### config.mk
export PLATFORM = sky130hd
export DESIGN_NAME = scrambled_keypad_layout_flat
export DESIGN_NICKNAME = d
export VERILOG_FILES = /design/src/sv/skl_pkg.sv /design/src/sv/skl_if.sv /design/src/sv/scrambled_keypad_layout.sv /design/src/sv/skl_draw_unit.sv /design/src/flat_wrapper.sv
export SDC_FILE = /design/constraint.sdc
export NUM_CORES = 1
export LEC_CHECK = 0
export ABC_AREA = 1
export BUFFER_PORTS_ARGS = -buffer_cell sky130_fd_sc_hd__buf_2
export CORE_AREA = 2 2 156 158
export CTS_CLUSTER_SIZE = 24
export DETAILED_ROUTE_END_ITERATION = 6
export DIE_AREA = 0 0 158 160
export GPL_TIMING_DRIVEN = 1
export HOLD_SLACK_MARGIN = 0.06
export PLACE_DENSITY = 0.65
export SLEW_MARGIN = 0
export SYNTH_ARGS = -nofsm -noshare
export SYNTH_HDL_FRONTEND = slang
export SYNTH_SLANG_ARGS = --single-unit
export TNS_END_PERCENT = 100
### constraint.sdc
create_clock -name clk -period 28.2 [get_ports clk]
set_input_delay 5.64 -clock clk [delete_from_list [all_inputs] [get_ports clk]]
set_output_delay 5.64 -clock clk [all_outputs]
set_load 0.01 [all_outputs]
### src/sv/skl_pkg.sv
package skl_pkg;

  // Default keypad size
  localparam int BUTTON_COUNT_DEF = 4;

  // Generator and draw widths
  localparam int GEN_W = 32;
  localparam int MOD_W = 5;
  localparam int CHAR_W = 8;
  localparam int SLOT_COUNT = 4;

  // Input action codes
  localparam logic ACT_SEED     = 1'b0;
  localparam logic ACT_SCRAMBLE = 1'b1;

  // Character class slots
  localparam logic [1:0] SLOT_DIGIT   = 2'd0;
  localparam logic [1:0] SLOT_UPPER   = 2'd1;
  localparam logic [1:0] SLOT_LOWER   = 2'd2;
  localparam logic [1:0] SLOT_SPECIAL = 2'd3;

  // Pool sizes
  localparam logic [MOD_W-1:0] DigitLen   = 5'd10;
  localparam logic [MOD_W-1:0] UpperLen   = 5'd26;
  localparam logic [MOD_W-1:0] LowerLen   = 5'd26;
  localparam logic [MOD_W-1:0] SpecialLen = 5'd31;

  // Special pool, first character in the top byte
  localparam logic [8*31-1:0] SPECIAL_POOL = "!@#$%^&*()_+-=[]{}|;':\",./<>?\\~";

  // Request from the sequencer to the draw unit
  typedef struct packed {
    logic             start;
    logic             load;
    logic [GEN_W-1:0] seed;
    logic [MOD_W-1:0] modulus;
  } skl_draw_req_t;

  // Answer from the draw unit
  typedef struct packed {
    logic             done;
    logic [MOD_W-1:0] value;
  } skl_draw_rsp_t;

  function automatic logic [1:0] class_of(input logic [CHAR_W-1:0] c);
    logic [1:0] cls;
    if (c >= 8'h30 && c <= 8'h39) cls = SLOT_DIGIT;
    else if (c >= 8'h41 && c <= 8'h5a) cls = SLOT_UPPER;
    else if (c >= 8'h61 && c <= 8'h7a) cls = SLOT_LOWER;
    else cls = SLOT_SPECIAL;
    return cls;
  endfunction

  function automatic logic [MOD_W-1:0] pool_len(input logic [1:0] slot);
    logic [MOD_W-1:0] len;
    case (slot)
      SLOT_DIGIT: len = DigitLen;
      SLOT_UPPER: len = UpperLen;
      SLOT_LOWER: len = LowerLen;
      default:    len = SpecialLen;
    endcase
    return len;
  endfunction

  function automatic logic [CHAR_W-1:0] pool_char(input logic [1:0] slot,
                                                  input logic [MOD_W-1:0] idx);
    logic [CHAR_W-1:0] c;
    logic [MOD_W-1:0] pos;
    pos = SpecialLen - 5'd1 - idx;
    case (slot)
      SLOT_DIGIT: c = 8'h30 + {3'b000, idx};
      SLOT_UPPER: c = 8'h41 + {3'b000, idx};
      SLOT_LOWER: c = 8'h61 + {3'b000, idx};
      default:    c = SPECIAL_POOL[{pos, 3'b000} +: 8];
    endcase
    return c;
  endfunction

endpackage

### src/sv/skl_if.sv
interface skl_in_if;
  logic        valid;
  logic        ready;
  logic        action;
  logic [31:0] seed_value;
  logic [7:0]  expected_char;

  modport source (output valid, action, seed_value, expected_char, input ready);
  modport sink (input valid, action, seed_value, expected_char, output ready);
endinterface

interface skl_out_if;
  logic       valid;
  logic       ready;
  logic [1:0] button_index;
  logic [7:0] slot_char_zero;
  logic [7:0] slot_char_one;
  logic [7:0] slot_char_two;
  logic [7:0] slot_char_three;
  logic       last_button;

  modport source (output valid, button_index, slot_char_zero, slot_char_one,
                  slot_char_two, slot_char_three, last_button, input ready);
  modport sink (input valid, button_index, slot_char_zero, slot_char_one,
                slot_char_two, slot_char_three, last_button, output ready);
endinterface

### src/sv/scrambled_keypad_layout.sv
// Channel   Dir  Transfer when         Payload
// in_chan   in   valid & ready         action, seed_value, expected_char
// out_chan  out  valid & ready         button_index, slot_char_zero..three, last_button
//
// A scramble item runs every draw through one shared xorshift and remainder unit:
// issue and step, four byte folds, hand back. A layout is the transfer in, then seven
// draws and one handoff per button; an expected character adds a draw to pick its
// button and spares that button's draw for its class, and each redraw adds one.
// in_chan is ready only while idle; a finished button waits in the output register
// while the next one is drawn. Reset is synchronous and loads the generator with one.
module scrambled_keypad_layout #(
  parameter int BUTTON_COUNT = skl_pkg::BUTTON_COUNT_DEF
) (
  input  logic      clk,
  input  logic      rst_n,
  skl_in_if.sink    in_chan,
  skl_out_if.source out_chan
);

  localparam int BW = $clog2(BUTTON_COUNT);

  typedef enum logic [4:0] {
    ST_IDLE  = 5'b00001,
    ST_PICK  = 5'b00010,
    ST_SLOT  = 5'b00100,
    ST_SHUF  = 5'b01000,
    ST_FLUSH = 5'b10000
  } skl_state_t;

  skl_state_t state_r, state_nxt;
  logic                       wait_r, wait_nxt;
  logic [7:0]                 exp_r, exp_nxt;
  logic [1:0]                 cls_r, cls_nxt;
  logic [BW-1:0]              correct_r, correct_nxt;
  logic [BW-1:0]              btn_r, btn_nxt;
  logic [1:0]                 slot_r, slot_nxt;
  logic [1:0]                 k_r, k_nxt;
  logic [7:0]                 chars_r [skl_pkg::SLOT_COUNT];
  logic [7:0]                 chars_nxt [skl_pkg::SLOT_COUNT];
  logic                       out_valid_r, out_valid_nxt;
  logic [1:0]                 out_idx_r;
  logic [7:0]                 out_c0_r, out_c1_r, out_c2_r, out_c3_r;
  logic                       out_last_r;
  logic                       load_out;
  logic                       skip;
  logic                       last_btn;
  logic [7:0]                 drawn;
  logic [1:0]                 j;
  logic [3:0]                 btn_ext;
  skl_pkg::skl_draw_req_t     req;
  skl_pkg::skl_draw_rsp_t     rsp;

  skl_draw_unit u_draw (
    .clk  (clk),
    .rst_n(rst_n),
    .req  (req),
    .rsp  (rsp)
  );

  assign in_chan.ready = (state_r == ST_IDLE);
  assign skip = (exp_r != 8'd0) && (btn_r == correct_r) && (slot_r == cls_r);
  assign last_btn = (btn_r == BW'(BUTTON_COUNT - 1));
  assign drawn = skl_pkg::pool_char(slot_r, rsp.value);
  assign j = rsp.value[1:0];
  assign btn_ext = 4'(btn_r);

  // Sequence draws for one layout
  always_comb begin
    state_nxt = state_r;
    wait_nxt = wait_r;
    exp_nxt = exp_r;
    cls_nxt = cls_r;
    correct_nxt = correct_r;
    btn_nxt = btn_r;
    slot_nxt = slot_r;
    k_nxt = k_r;
    for (int i = 0; i < skl_pkg::SLOT_COUNT; i++) chars_nxt[i] = chars_r[i];
    load_out = 1'b0;
    req.start = 1'b0;
    req.load = 1'b0;
    req.seed = in_chan.seed_value;
    req.modulus = '0;

    unique case (state_r)
      ST_IDLE: begin
        if (in_chan.valid) begin
          if (in_chan.action == skl_pkg::ACT_SEED) begin
            req.load = 1'b1;
          end else begin
            exp_nxt = in_chan.expected_char;
            cls_nxt = skl_pkg::class_of(in_chan.expected_char);
            correct_nxt = '0;
            btn_nxt = '0;
            slot_nxt = '0;
            wait_nxt = 1'b0;
            state_nxt = (in_chan.expected_char != 8'd0) ? ST_PICK : ST_SLOT;
          end
        end
      end
      ST_PICK: begin
        req.modulus = 5'(BUTTON_COUNT);
        req.start = !wait_r;
        if (!wait_r) begin
          wait_nxt = 1'b1;
        end else if (rsp.done) begin
          correct_nxt = BW'(rsp.value);
          wait_nxt = 1'b0;
          state_nxt = ST_SLOT;
        end
      end
      ST_SLOT: begin
        req.modulus = skl_pkg::pool_len(slot_r);
        req.start = !wait_r && !skip;
        if (skip) begin
          chars_nxt[slot_r] = exp_r;
          if (slot_r == 2'd3) begin
            k_nxt = 2'd3;
            state_nxt = ST_SHUF;
          end else begin
            slot_nxt = slot_r + 2'd1;
          end
        end else if (!wait_r) begin
          wait_nxt = 1'b1;
        end else if (rsp.done) begin
          wait_nxt = 1'b0;
          // Redraw on a hit of the expected character
          if (drawn != exp_r) begin
            chars_nxt[slot_r] = drawn;
            if (slot_r == 2'd3) begin
              k_nxt = 2'd3;
              state_nxt = ST_SHUF;
            end else begin
              slot_nxt = slot_r + 2'd1;
            end
          end
        end
      end
      ST_SHUF: begin
        req.modulus = 5'(k_r) + 5'd1;
        req.start = !wait_r;
        if (!wait_r) begin
          wait_nxt = 1'b1;
        end else if (rsp.done) begin
          wait_nxt = 1'b0;
          chars_nxt[k_r] = chars_r[j];
          chars_nxt[j] = chars_r[k_r];
          if (k_r == 2'd1) state_nxt = ST_FLUSH;
          else k_nxt = k_r - 2'd1;
        end
      end
      ST_FLUSH: begin
        if (!out_valid_r || out_chan.ready) begin
          load_out = 1'b1;
          if (last_btn) begin
            state_nxt = ST_IDLE;
          end else begin
            btn_nxt = btn_r + BW'(1);
            slot_nxt = '0;
            state_nxt = ST_SLOT;
          end
        end
      end
      default: state_nxt = ST_IDLE;
    endcase
  end

  // Hold a result until its transfer
  always_comb begin
    out_valid_nxt = out_valid_r;
    if (load_out) out_valid_nxt = 1'b1;
    else if (out_chan.ready) out_valid_nxt = 1'b0;
  end

  always_ff @(posedge clk) begin
    if (!rst_n) begin
      state_r <= ST_IDLE;
      wait_r <= 1'b0;
      out_valid_r <= 1'b0;
    end else begin
      state_r <= state_nxt;
      wait_r <= wait_nxt;
      out_valid_r <= out_valid_nxt;
    end
  end

  always_ff @(posedge clk) begin
    exp_r <= exp_nxt;
    cls_r <= cls_nxt;
    correct_r <= correct_nxt;
    btn_r <= btn_nxt;
    slot_r <= slot_nxt;
    k_r <= k_nxt;
    for (int i = 0; i < skl_pkg::SLOT_COUNT; i++) chars_r[i] <= chars_nxt[i];
    if (load_out) begin
      out_idx_r <= btn_ext[1:0];
      out_c0_r <= chars_r[0];
      out_c1_r <= chars_r[1];
      out_c2_r <= chars_r[2];
      out_c3_r <= chars_r[3];
      out_last_r <= last_btn;
    end
  end

  assign out_chan.valid = out_valid_r;
  assign out_chan.button_index = out_idx_r;
  assign out_chan.slot_char_zero = out_c0_r;
  assign out_chan.slot_char_one = out_c1_r;
  assign out_chan.slot_char_two = out_c2_r;
  assign out_chan.slot_char_three = out_c3_r;
  assign out_chan.last_button = out_last_r;

endmodule

### src/sv/skl_draw_unit.sv
module skl_draw_unit (
  input  logic                  clk,
  input  logic                  rst_n,
  input  skl_pkg::skl_draw_req_t req,
  output skl_pkg::skl_draw_rsp_t rsp
);

  logic [skl_pkg::GEN_W-1:0] gen_r, gen_nxt;
  logic [skl_pkg::GEN_W-1:0] shuffled;
  logic [skl_pkg::MOD_W-1:0] n_r;
  logic [skl_pkg::MOD_W-1:0] rem_r, rem_nxt;
  logic [1:0]                byte_idx_r;
  logic                      busy_r;
  logic                      done_r;
  logic [7:0]                cur_byte;
  logic [12:0]               part;
  logic [12:0]               sub;

  // xorshift 13 / 17 / 5 step
  always_comb begin
    shuffled = gen_r ^ (gen_r << 13);
    shuffled = shuffled ^ (shuffled >> 17);
    shuffled = shuffled ^ (shuffled << 5);
  end

  // Fold one byte of the state into the remainder, most significant byte first
  always_comb begin
    cur_byte = gen_r[{byte_idx_r, 3'b000} +: 8];
    part = {rem_r, cur_byte};
    for (int i = 7; i >= 0; i--) begin
      sub = 13'(n_r) << i;
      if (part >= sub) part = part - sub;
    end
    rem_nxt = part[skl_pkg::MOD_W-1:0];
  end

  always_comb begin
    gen_nxt = gen_r;
    if (req.load) gen_nxt = (req.seed == '0) ? 32'd1 : req.seed;
    else if (req.start) gen_nxt = shuffled;
  end

  always_ff @(posedge clk) begin
    if (!rst_n) begin
      gen_r <= 32'd1;
      busy_r <= 1'b0;
      done_r <= 1'b0;
    end else begin
      gen_r <= gen_nxt;
      done_r <= 1'b0;
      if (req.start && !busy_r) begin
        busy_r <= 1'b1;
        byte_idx_r <= 2'd3;
        rem_r <= '0;
        n_r <= req.modulus;
      end else if (busy_r) begin
        rem_r <= rem_nxt;
        byte_idx_r <= byte_idx_r - 2'd1;
        if (byte_idx_r == 2'd0) begin
          busy_r <= 1'b0;
          done_r <= 1'b1;
        end
      end
    end
  end

  assign rsp.done = done_r;
  assign rsp.value = rem_r;

endmodule

### src/flat_wrapper.sv
// flat-port wrapper written by rule: the top's interface ports become plain ports
module scrambled_keypad_layout_flat 
#(
  parameter int BUTTON_COUNT = skl_pkg::BUTTON_COUNT_DEF
)
  (clk, rst_n, in_chan_valid, in_chan_action, in_chan_seed_value, in_chan_expected_char, in_chan_ready, out_chan_valid, out_chan_button_index, out_chan_slot_char_zero, out_chan_slot_char_one, out_chan_slot_char_two, out_chan_slot_char_three, out_chan_last_button, out_chan_ready);
  skl_in_if in_chan_i ();
  skl_out_if out_chan_i ();
  input  logic clk;
  input  logic rst_n;
  input wire logic [$bits(in_chan_i.valid)-1:0] in_chan_valid;
  input wire logic [$bits(in_chan_i.action)-1:0] in_chan_action;
  input wire logic [$bits(in_chan_i.seed_value)-1:0] in_chan_seed_value;
  input wire logic [$bits(in_chan_i.expected_char)-1:0] in_chan_expected_char;
  output wire logic [$bits(in_chan_i.ready)-1:0] in_chan_ready;
  output wire logic [$bits(out_chan_i.valid)-1:0] out_chan_valid;
  output wire logic [$bits(out_chan_i.button_index)-1:0] out_chan_button_index;
  output wire logic [$bits(out_chan_i.slot_char_zero)-1:0] out_chan_slot_char_zero;
  output wire logic [$bits(out_chan_i.slot_char_one)-1:0] out_chan_slot_char_one;
  output wire logic [$bits(out_chan_i.slot_char_two)-1:0] out_chan_slot_char_two;
  output wire logic [$bits(out_chan_i.slot_char_three)-1:0] out_chan_slot_char_three;
  output wire logic [$bits(out_chan_i.last_button)-1:0] out_chan_last_button;
  input wire logic [$bits(out_chan_i.ready)-1:0] out_chan_ready;
  assign in_chan_i.valid = in_chan_valid;
  assign in_chan_i.action = in_chan_action;
  assign in_chan_i.seed_value = in_chan_seed_value;
  assign in_chan_i.expected_char = in_chan_expected_char;
  assign in_chan_ready = in_chan_i.ready;
  assign out_chan_valid = out_chan_i.valid;
  assign out_chan_button_index = out_chan_i.button_index;
  assign out_chan_slot_char_zero = out_chan_i.slot_char_zero;
  assign out_chan_slot_char_one = out_chan_i.slot_char_one;
  assign out_chan_slot_char_two = out_chan_i.slot_char_two;
  assign out_chan_slot_char_three = out_chan_i.slot_char_three;
  assign out_chan_last_button = out_chan_i.last_button;
  assign out_chan_i.ready = out_chan_ready;
  scrambled_keypad_layout #(.BUTTON_COUNT(BUTTON_COUNT)) u_core (.clk(clk), .rst_n(rst_n), .in_chan(in_chan_i), .out_chan(out_chan_i));
endmodule
Word-level counts from Yosys, hierarchy flattened
Memories as Yosys holds them, arrays and structs flattened. A register that Yosys moved wholly into a read port is not among the register bits.
Cells that the tools add are included.

storage, ports and cells
  flip-flop bits (word level) = 106
  bits in latches = 0
  RAM bits = 32
  ROM bits = 0
  input bits = 45
  output and inout port bits = 37
  word-level logic and storage cells = 235
  memories kept = 1

operators by class
  $add $sub $neg = 17
  multiply operators = 0
  divide/modulo/power cells = 0
  magnitude comparators = 20
  equal/unequal tests = 27
  shift-type cells = 2
  muxes and demuxes = 97
  bitwise gates (word level) = 8
  reductions and logical operators = 41

memories
  memory          words  bits a word  rd ports  clocked after Yosys merged registers in  write ports  line                           text
  u_core.chars_r  4      8            6         2                                        4            scrambled_keypad_layout.sv:38  logic [7:0] chars_r [skl_pkg::SLOT_COUNT];

operator list
  operator                  count
  $mux 32                   9
  $shiftx 248x9->8 const A  1
  $bwmux 32                 4
  $mux 13                   7
  $mux 5                    15
  $pmux 32 s2               1
  $xor 32x32->32            2
  $mux 2                    25
  $demux 8 s2               3
  $logic_not 32->1          1
  $shiftx 32x6->8           1
  $xor 32x15->32            1
  $pmux 5 s5                1
  $mux 8                    3
  $pmux 8 s3                1
  $mux 1                    18
  $add 7x5->8 const A       2
  $ge 8x7->1 const B        2
  $le 8x7->1 const B        2
  $reduce_bool 8->1         2
  $pmux 5 s3                1
  $ne 2x2->1 const B        7
  $ge 13x10->1              1
  $ge 13x11->1              1
  other kinds (58)          101

Logic depth before layout (Yosys ltp)
Gate-level depths: netlist (run 1).

  word-level depth = 20
  gate-level depth with buffers = 97
  depth with buffers taken out = 94

Cells and area by module
A second synthesis (run 1) with hierarchy kept.

unflattened totals
  cell total of the unflattened synthesis = 1599
  area total of the unflattened synthesis = 11771.3 sq um

modules (own cells, without submodules)
  module                   instances  cells each  area an instance (sq um)  seq. area each (sq um)
  skl_draw_unit            1          934         6190.9                    1041.0
  scrambled_keypad_layout  1          665         5580.4                    2732.6

Worst setup path before layout (run 1)
Ideal clock, no wire load.

  kind = register -> register
  from = register u_core.u_draw.byte_idx_r[0]
  to = register u_core.u_draw.rem_r[1] (netlist bit) (data pin)
  setup time = 0.146 ns
  data arrival time = 13.277 ns
  setup slack = 14.777 ns
  cell stages (with the launch flop) = 87
  buffers on the path = 5
  cells stage by stage = edfxtp_1 -> buf_6 -> buf_4 -> a21oi_1 -> o21ai_0 -> nand2_1 -> ha_1 -> inv_1 -> fa_1 -> nand3_1 -> nand3_1 -> a211oi_2 -> nand2_4 -> buf_6 -> o21ai_0 -> ha_1 -> a21oi_1 -> o21ai_0 -> [... 51 more ...] -> nor2_4 -> nand2_2 -> buf_6 -> nand2_1 -> nand2_1 -> ha_1 -> a21oi_1 -> o31ai_1 -> inv_1 -> o21ai_0 -> a21oi_1 -> o21ai_0 -> o21bai_1 -> nor2_1 -> nand3_1 -> nor2_1 -> nand3_1 -> a21boi_1

between the ends
  word-level cells in the longest chain between the ends = 18

RTL lines
  what                                            line                 text
  from (decl)                                     skl_draw_unit.sv:12  logic [1:0] byte_idx_r;
  from (signal assigned)                          skl_draw_unit.sv:58  byte_idx_r <= byte_idx_r - 2'd1;
  $shiftx 32x6->8 *                               skl_draw_unit.sv:28  cur_byte = gen_r[{byte_idx_r, 3'b000} +: 8];
  $sub 13x12->13 or $ge 13x12->1 (tied branches)  skl_draw_unit.sv:32  if (part >= sub) part = part - sub;
  $mux 13 *                                       skl_draw_unit.sv:32
  $sub 13x11->13 or $ge 13x11->1 (tied branches)  skl_draw_unit.sv:32
  $mux 13 *                                       skl_draw_unit.sv:32
  $sub 13x10->13 or $ge 13x10->1 (tied branches)  skl_draw_unit.sv:32
  $mux 13 *                                       skl_draw_unit.sv:32
  $sub 13x9->13 or $ge 13x9->1 (tied branches)    skl_draw_unit.sv:32
  [... 2 more ...]                                --
  $mux 13 *                                       skl_draw_unit.sv:32
  $sub 13x7->13 or $ge 13x7->1 (tied branches)    skl_draw_unit.sv:32
  $mux 13 *                                       skl_draw_unit.sv:32
  $sub 13x6->13 or $ge 13x6->1 (tied branches)    skl_draw_unit.sv:32
  $mux 13 *                                       skl_draw_unit.sv:32
  $ge 13x5->1 or $sub 5x5->5 (tied branches)      skl_draw_unit.sv:32
  $mux 5 *                                        skl_draw_unit.sv:32
  $mux 5 *                                        skl_draw_unit.sv:56  end else if (busy_r) begin
  to (signal assigned)                            skl_draw_unit.sv:57  rem_r <= rem_nxt;
  to (decl)                                       skl_draw_unit.sv:11  logic [skl_pkg::MOD_W-1:0] rem_r, rem_nxt;

Mark *: on every way between the ends. The rest lies on a longest branch, timed or not. The select of a mux whose other input is x is not followed.
A chain may end at the register's enable or synchronous reset.

Worst setup path in the final report (run 1)
  from = register u_core.u_draw.byte_idx_r[0]
  to = register u_core.u_draw.rem_r[0] (netlist bit) (data pin)

The elaborated chain is that of the path after synthesis.

==> impl_results.md, run 1 <==
- Outcome: finished clean
- Worst slew pin tran: 1160 ps
- Avg Cell Area, Syn: 7.65 um2
- Critical path type: reg -> reg
- Clock Sinks: 142
- Design area: 12,900 um2
- Top-count cell post-synth: nand2_1
- I/O pins: 82
- Max incr delay on CP: 780 ps
- Nets: 1,692
- Sequential area share after synthesis: 32.9%
- # DRC: 0
- Post-cts sizing count: 0
- Post-synth top area share: 25.1%
- Hold_ws: 472 ps
- Startpoint Class: register
- Critical path required time: 28,480 ps
- Hold buffers post-CTS: 0
- Vias/cell: 5.63
- Port Buffers: 81
- Number of global-route vias before repair: 10,200
- Final period util: 54.5%
- Grt total ovfl: 0
- Post-Synthesis Cells: 1,517
- Drt pass-1 iters: 6
- # rows: 57
- Most frequent cell on the critical path: o21ai_0
- Die H: 160 um
- Worst Path Arrival: 15,660 ps
- Post-synth cell types: 64
- Asr flop ratio synth: 0%
- Core area: 23,800 um2
- Syn_nets: 1,628
- Reg clk slew, reported paths: 70 ps
- CP endpoint kind: register
- Count of final hold-check violations: 0
- Pre-CTS WS: 13,020 ps
- Synthesis-to-layout area growth: 10.8%
- Num CTS Buffers: 17
- Initial core utilization: 48.7%
- Die Wd: 158 um
- Hpwl dp: 23,400 um
- Synth cell count leaders: 359 x nand2_1, 144 x o21ai_0, 139 x inv_1
- Worst-path cell with the longest stage delay: edfxtp_1
- Worst-Skew Late Latency: 440 ps
- ANT nets after route: 0
- Min cycle time layout: 15,370 ps
- Via count: 10,800
- Filler instances: 2,351
- CTS tree: built
- Number of antenna repair diodes: 0
- DRT iter0 DRCs: 907
- H-tree levels: 4
- Layout cells sized above 1: 13.5%
- Ys Warns: 0
- Netlist area before placement: 11,600 um2
- Final worst slack: 12,830 ps
- Max-cap violations: 0
- Final Max Tran Viols: 0
- Die Area: 25,300 um2
- Post-synth EDFFs: 97
- Placer Congestion: 0.920
- Pin count of the biggest net entering global routing: 46
- Total GRT Usage: 25.3%
- Ys flop type: edfxtp_1
- Max Fclk: 65.0 MHz
- Setup Buffers After CTS: 0
- Crit-path max FO: 19
- Setup TNS: 0 ps
- Min-delay worst type: reg -> reg
- Ranking of synthesized cells by area: edfxtp_1 25%, nand2_1 12%, dfxtp_1 7.8%
- RSZ-0062 raised after global routing: false
- Yosys reg bits: 142
- Number of antenna violations at the first check in global routing: 0
- First-pass GRT wire length: 51,200 um
- Cell taking the most area after synthesis: edfxtp_1
- Routed wire length: 31,200 um
- Placed Area: 12,200 um2
- DR WL/cell: 16.3 um
- CTS Root Cell: clkbuf_16
- Slew HR: 22.7%
- Clock Path Buffers: 2
- Finish-stage setup viols: 0
- Worst Skew: 19.2 ps
-- stage by stage --
| step | instances | util (%) |
|---|---|---|
| 6_report | 1918 | 54.0 |
| 5_1_grt | 1918 | 54.0 |
| 4_1_cts | 1918 | 54.0 |
| 3_5_place_dp | 1886 | 51.4 |
| 3_3_place_gp | 1886 | 51.4 |
| 2_1_floorplan | 1517 | - |
-- cell usage in the layout (no fill, tap or decap), types with 17 or more instances in the layout --
cell,synthesis,routed
a21oi_1,83,83
xnor2_1,41,41
nand2_2,24,24
edfxtp_1,97,97
nand3_1,79,79
dfxtp_1,45,45
nand4_1,17,17
nand2_1,359,359
ha_1,58,58
clkbuf_16,0,17
buf_2,0,81
nor2_1,95,94
o22ai_1,35,35
a31oi_1,17,17
o21ai_0,144,144
xor2_1,46,46
inv_1,139,139
-- worst max-delay path, delay by kind of cell, from the launching register on --
family,cells,cell delay [ps]
AO/OA/AOI/OAI,27,5940
buffers and inverters,9,1030
adder cells (fa/ha/maj),9,3210
flip-flops,1,780
AND/OR/NAND/NOR,36,4240
-- kinds of logic (layout without fill, tap and decap cells) --
| logic type | count (synthesis) | in the layout | synth area share [%] |
|---|---|---|---|
| buffers and inverters | 197 | 274 | 7.00 |
| DFF | 142 | 142 | 32.9 |
| and+or+nand+nor | 666 | 666 | 27.7 |
| xor gates and xnor gates | 87 | 87 | 6.57 |
| AOI/OAI and AO/OA | 359 | 359 | 18.2 |
| adders and majority gates | 66 | 66 | 7.64 |
-- path summary, 6_finish.rpt --
check                                                  from                                    to  slack [ps]  cells after the start
setup / recovery  u_core.u_draw.byte_idx_r[0]$_SDFFCE_PP1P_  u_core.u_draw.rem_r[0]$_SDFFCE_PP0P_       12830                     81
hold / removal              u_core.u_draw.busy_r$_SDFF_PN0_       u_core.u_draw.done_r$_SDFF_PP0_         470                      2
setup reg to reg  u_core.u_draw.byte_idx_r[0]$_SDFFCE_PP1P_  u_core.u_draw.rem_r[0]$_SDFFCE_PP0P_       12830                     81
hold reg to reg             u_core.u_draw.busy_r$_SDFF_PN0_       u_core.u_draw.done_r$_SDFF_PP0_         470                      2
-- layout make-up --
class	instances	area, um2	area share [%]
multi-input cells	1178	6990	54.4
flip-flops and latches	142	3810	29.7
inverters	156	593	4.61
repair buffers	86	443	3.44
clock buffers	17	425	3.31
well taps	324	405	3.15
clock inverters	15	183	1.42
-- flip-flops by register name, summed over array words and instances, names as in the netlist, 5 cells and up, named ones only --
| register | count |
|---|---|
| u_core.u_draw.rem_r | 5 |
| u_core.out_chan.slot_char_one | 8 |
| u_core.exp_r | 8 |
| u_core.u_draw.gen_r | 32 |
| u_core.out_chan.slot_char_three | 8 |
| u_core.out_chan.slot_char_two | 8 |
| u_core.out_chan.slot_char_zero | 8 |
| u_core.chars_r | 32 |
| u_core.state_r | 5 |
| u_core.u_draw.n_r | 5 |
-- layer usage --
metal  share of wire [%]  up-vias  wire length, um  global-route usage, %
li1                    -     5372                -                      -
met1                  45     5004            14200                   35.5
met2                  46      378            14300                   39.8
met3                 6.6       49             2070                   4.04
met4                 2.0        0              637                   7.99
met5                   0        -                0                      0
Power of run 1 is left out: the tool's default activity adds up to more than one toggle a clock period on the data nets, which glitch-free logic cannot reach.
==> run 2, diff against run 1 <==
==> constraint.sdc (replaced) <==
create_clock -name clk -period 14.2 [get_ports clk]
set_input_delay 2.84 -clock clk [delete_from_list [all_inputs] [get_ports clk]]
set_output_delay 2.84 -clock clk [all_outputs]
set_load 0.01 [all_outputs]
==> impl_results.md, run 2 (synthesis gave the netlist of run 1 again) <==
- Via count: 11,000
- Max Fclk: 75.5 MHz
- Highest routed layer: met4
- Layout cells sized above 1: 17.6%
- ANT nets after route: 0
- Met3 wire len: 1970 um
- Max incr delay on CP: 500 ps
- Core area: 23,800 um2
- Nets: 1,726
- Num CTS Buffers: 17
- Initial core utilization: 48.7%
- DR WL met2: 14,700 um
- Most frequent cells in the layout: 356 x nand2_1, 136 x inv_1, 129 x o21ai_0, 97 x edfxtp_1, 90 x nor2_1
- DRT iter0 DRCs: 798
- Final Max Tran Viols: 0
- Met1 WL: 14,700 um
- Die Area: 25,300 um2
- Die Wd: 158 um
- Biggest regs: u_core.chars_r x32, u_core.u_draw.gen_r x32
- Finish-stage setup viols: 0
- Placer Congestion: 0.928
- DR WL/cell: 16.3 um
- CTS tree: built
- Port Buffers: 81
- Routed wire length: 31,900 um
- Setup TNS: 0 ps
- Startpoint Class: register
- Filler instances: 2,239
- Reg clk slew, reported paths: 70 ps
- First-pass GRT wire length: 51,700 um
- Max-cap violations: 0
- Total GRT Usage: 25.5%
- Crit. Startpoint: u_core.u_draw.byte_idx_r[0]$_SDFFCE_PP1P_
- Crit-path max FO: 16
- Commonest non-fill, non-tap cell in the layout: nand2_1
- Failing checks: DRC
- Min-delay worst type: reg -> reg
- Number of global-route vias before repair: 10,300
- CTS Root Cell: clkbuf_16
- CP endpoint kind: register
- Worst R2R Start: u_core.u_draw.byte_idx_r[0]$_SDFFCE_PP1P_
- Worst Skew: 15.5 ps
- Synthesis-to-layout area growth: 15.0%
- # DRC: 2
- Slew HR: 25.5%
- Hpwl dp: 23,500 um
- Hold_ws: 481 ps
- Most frequent cell on the critical path: nand2_1
- Min-delay src: u_core.chars_r[1][5]$_DFFE_PP_
- Hold buffers post-CTS: 0
- Worst Path Arrival: 13,530 ps
- Pin count of the biggest net entering global routing: 54
- Drt pass-1 iters: 7
- I/O pins: 82
- Critical path type: reg -> reg
- Worst slew pin tran: 1120 ps
- Worst-Skew Late Latency: 440 ps
- Clock Path Buffers: 2
- Final period util: 93.2%
- H-tree levels: 4
- Outcome: complete, but fails checks
- Count of final hold-check violations: 0
- # rows: 57
- Vias/cell: 5.62
- Number of antenna repair diodes: 0
- Critical path required time: 14,490 ps
- Grt total ovfl: 0
- Number of antenna violations at the first check in global routing: 0
- Clock Sinks: 142
- Die H: 160 um
- Worst-path cell with the longest stage delay: edfxtp_1
- Min cycle time layout: 13,240 ps
[run 2: changes by cell type in the layout (fill, tap and decap cells not counted), moves of 4 or more]
cell     delta
a21oi_1     -8
a21oi_2     +7
buf_4      +33
ha_1        -6
ha_4        +4
nor2_1      -4
o21ai_0    -15
o21ai_1     +9
o21ai_2     +5
[run 2: final cells by class]
class / instances / area [um2] / share of cell area, %
repair buffers: 120 / 711 / 5.32
multi-input cells: 1178 / 7210 / 54.0
clock buffers: 17 / 425 / 3.19
clock inverters: 15 / 188 / 1.41
well taps: 324 / 405 / 3.04
inverters: 156 / 596 / 4.46
flip-flops and latches: 142 / 3810 / 28.6
[run 2: path summary, 6_finish.rpt]
check / to / slack [ps] / cells after the start
max: u_core.u_draw.rem_r[0]$_SDFFCE_PP0P_ / 960 / 90
min reg2reg: u_core.out_chan.slot_char_one[5]$_DFFE_PP_ / 480 / 0
min: u_core.out_chan.slot_char_one[5]$_DFFE_PP_ / 480 / 0
max reg2reg: u_core.u_draw.rem_r[0]$_SDFFCE_PP0P_ / 960 / 90
[run 2: stage by stage]
step	utilization (%)	instances	cell area [um2]	setup WS, ps
floorplan	-	1517	11600	777
global placement	51.9	1900	12400	73.2
detailed placement	51.9	1900	12400	-414
CTS	54.6	1934	13000	12.6
global route	56.0	1952	13300	-180
finish	56.0	1952	13300	959
[run 2: routing by layer]
layer	track usage, %	vias up
li1	-	5451
met4	7.25	0
met3	4.15	43
met5	0	-
met2	40.5	401
met1	35.8	5077
[run 2: worst max-delay path: cells and delay by family, from the launching register on]
| family | cells | cell delay [ps] |
|---|---|---|
| compound gates | 27 | 3940 |
| flops | 1 | 500 |
| buf+inv | 12 | 1000 |
| fa+ha+maj | 9 | 2700 |
| simple gates | 42 | 4980 |
[run 2: timing repair]
action / CTS / global route
buffers inserted: 2 / 18
endpoints found under the setup margin: 7 / 7
resized for setup: 8 / 53
pin swaps: 0 / 21
Power of run 2 is left out for the same reason.
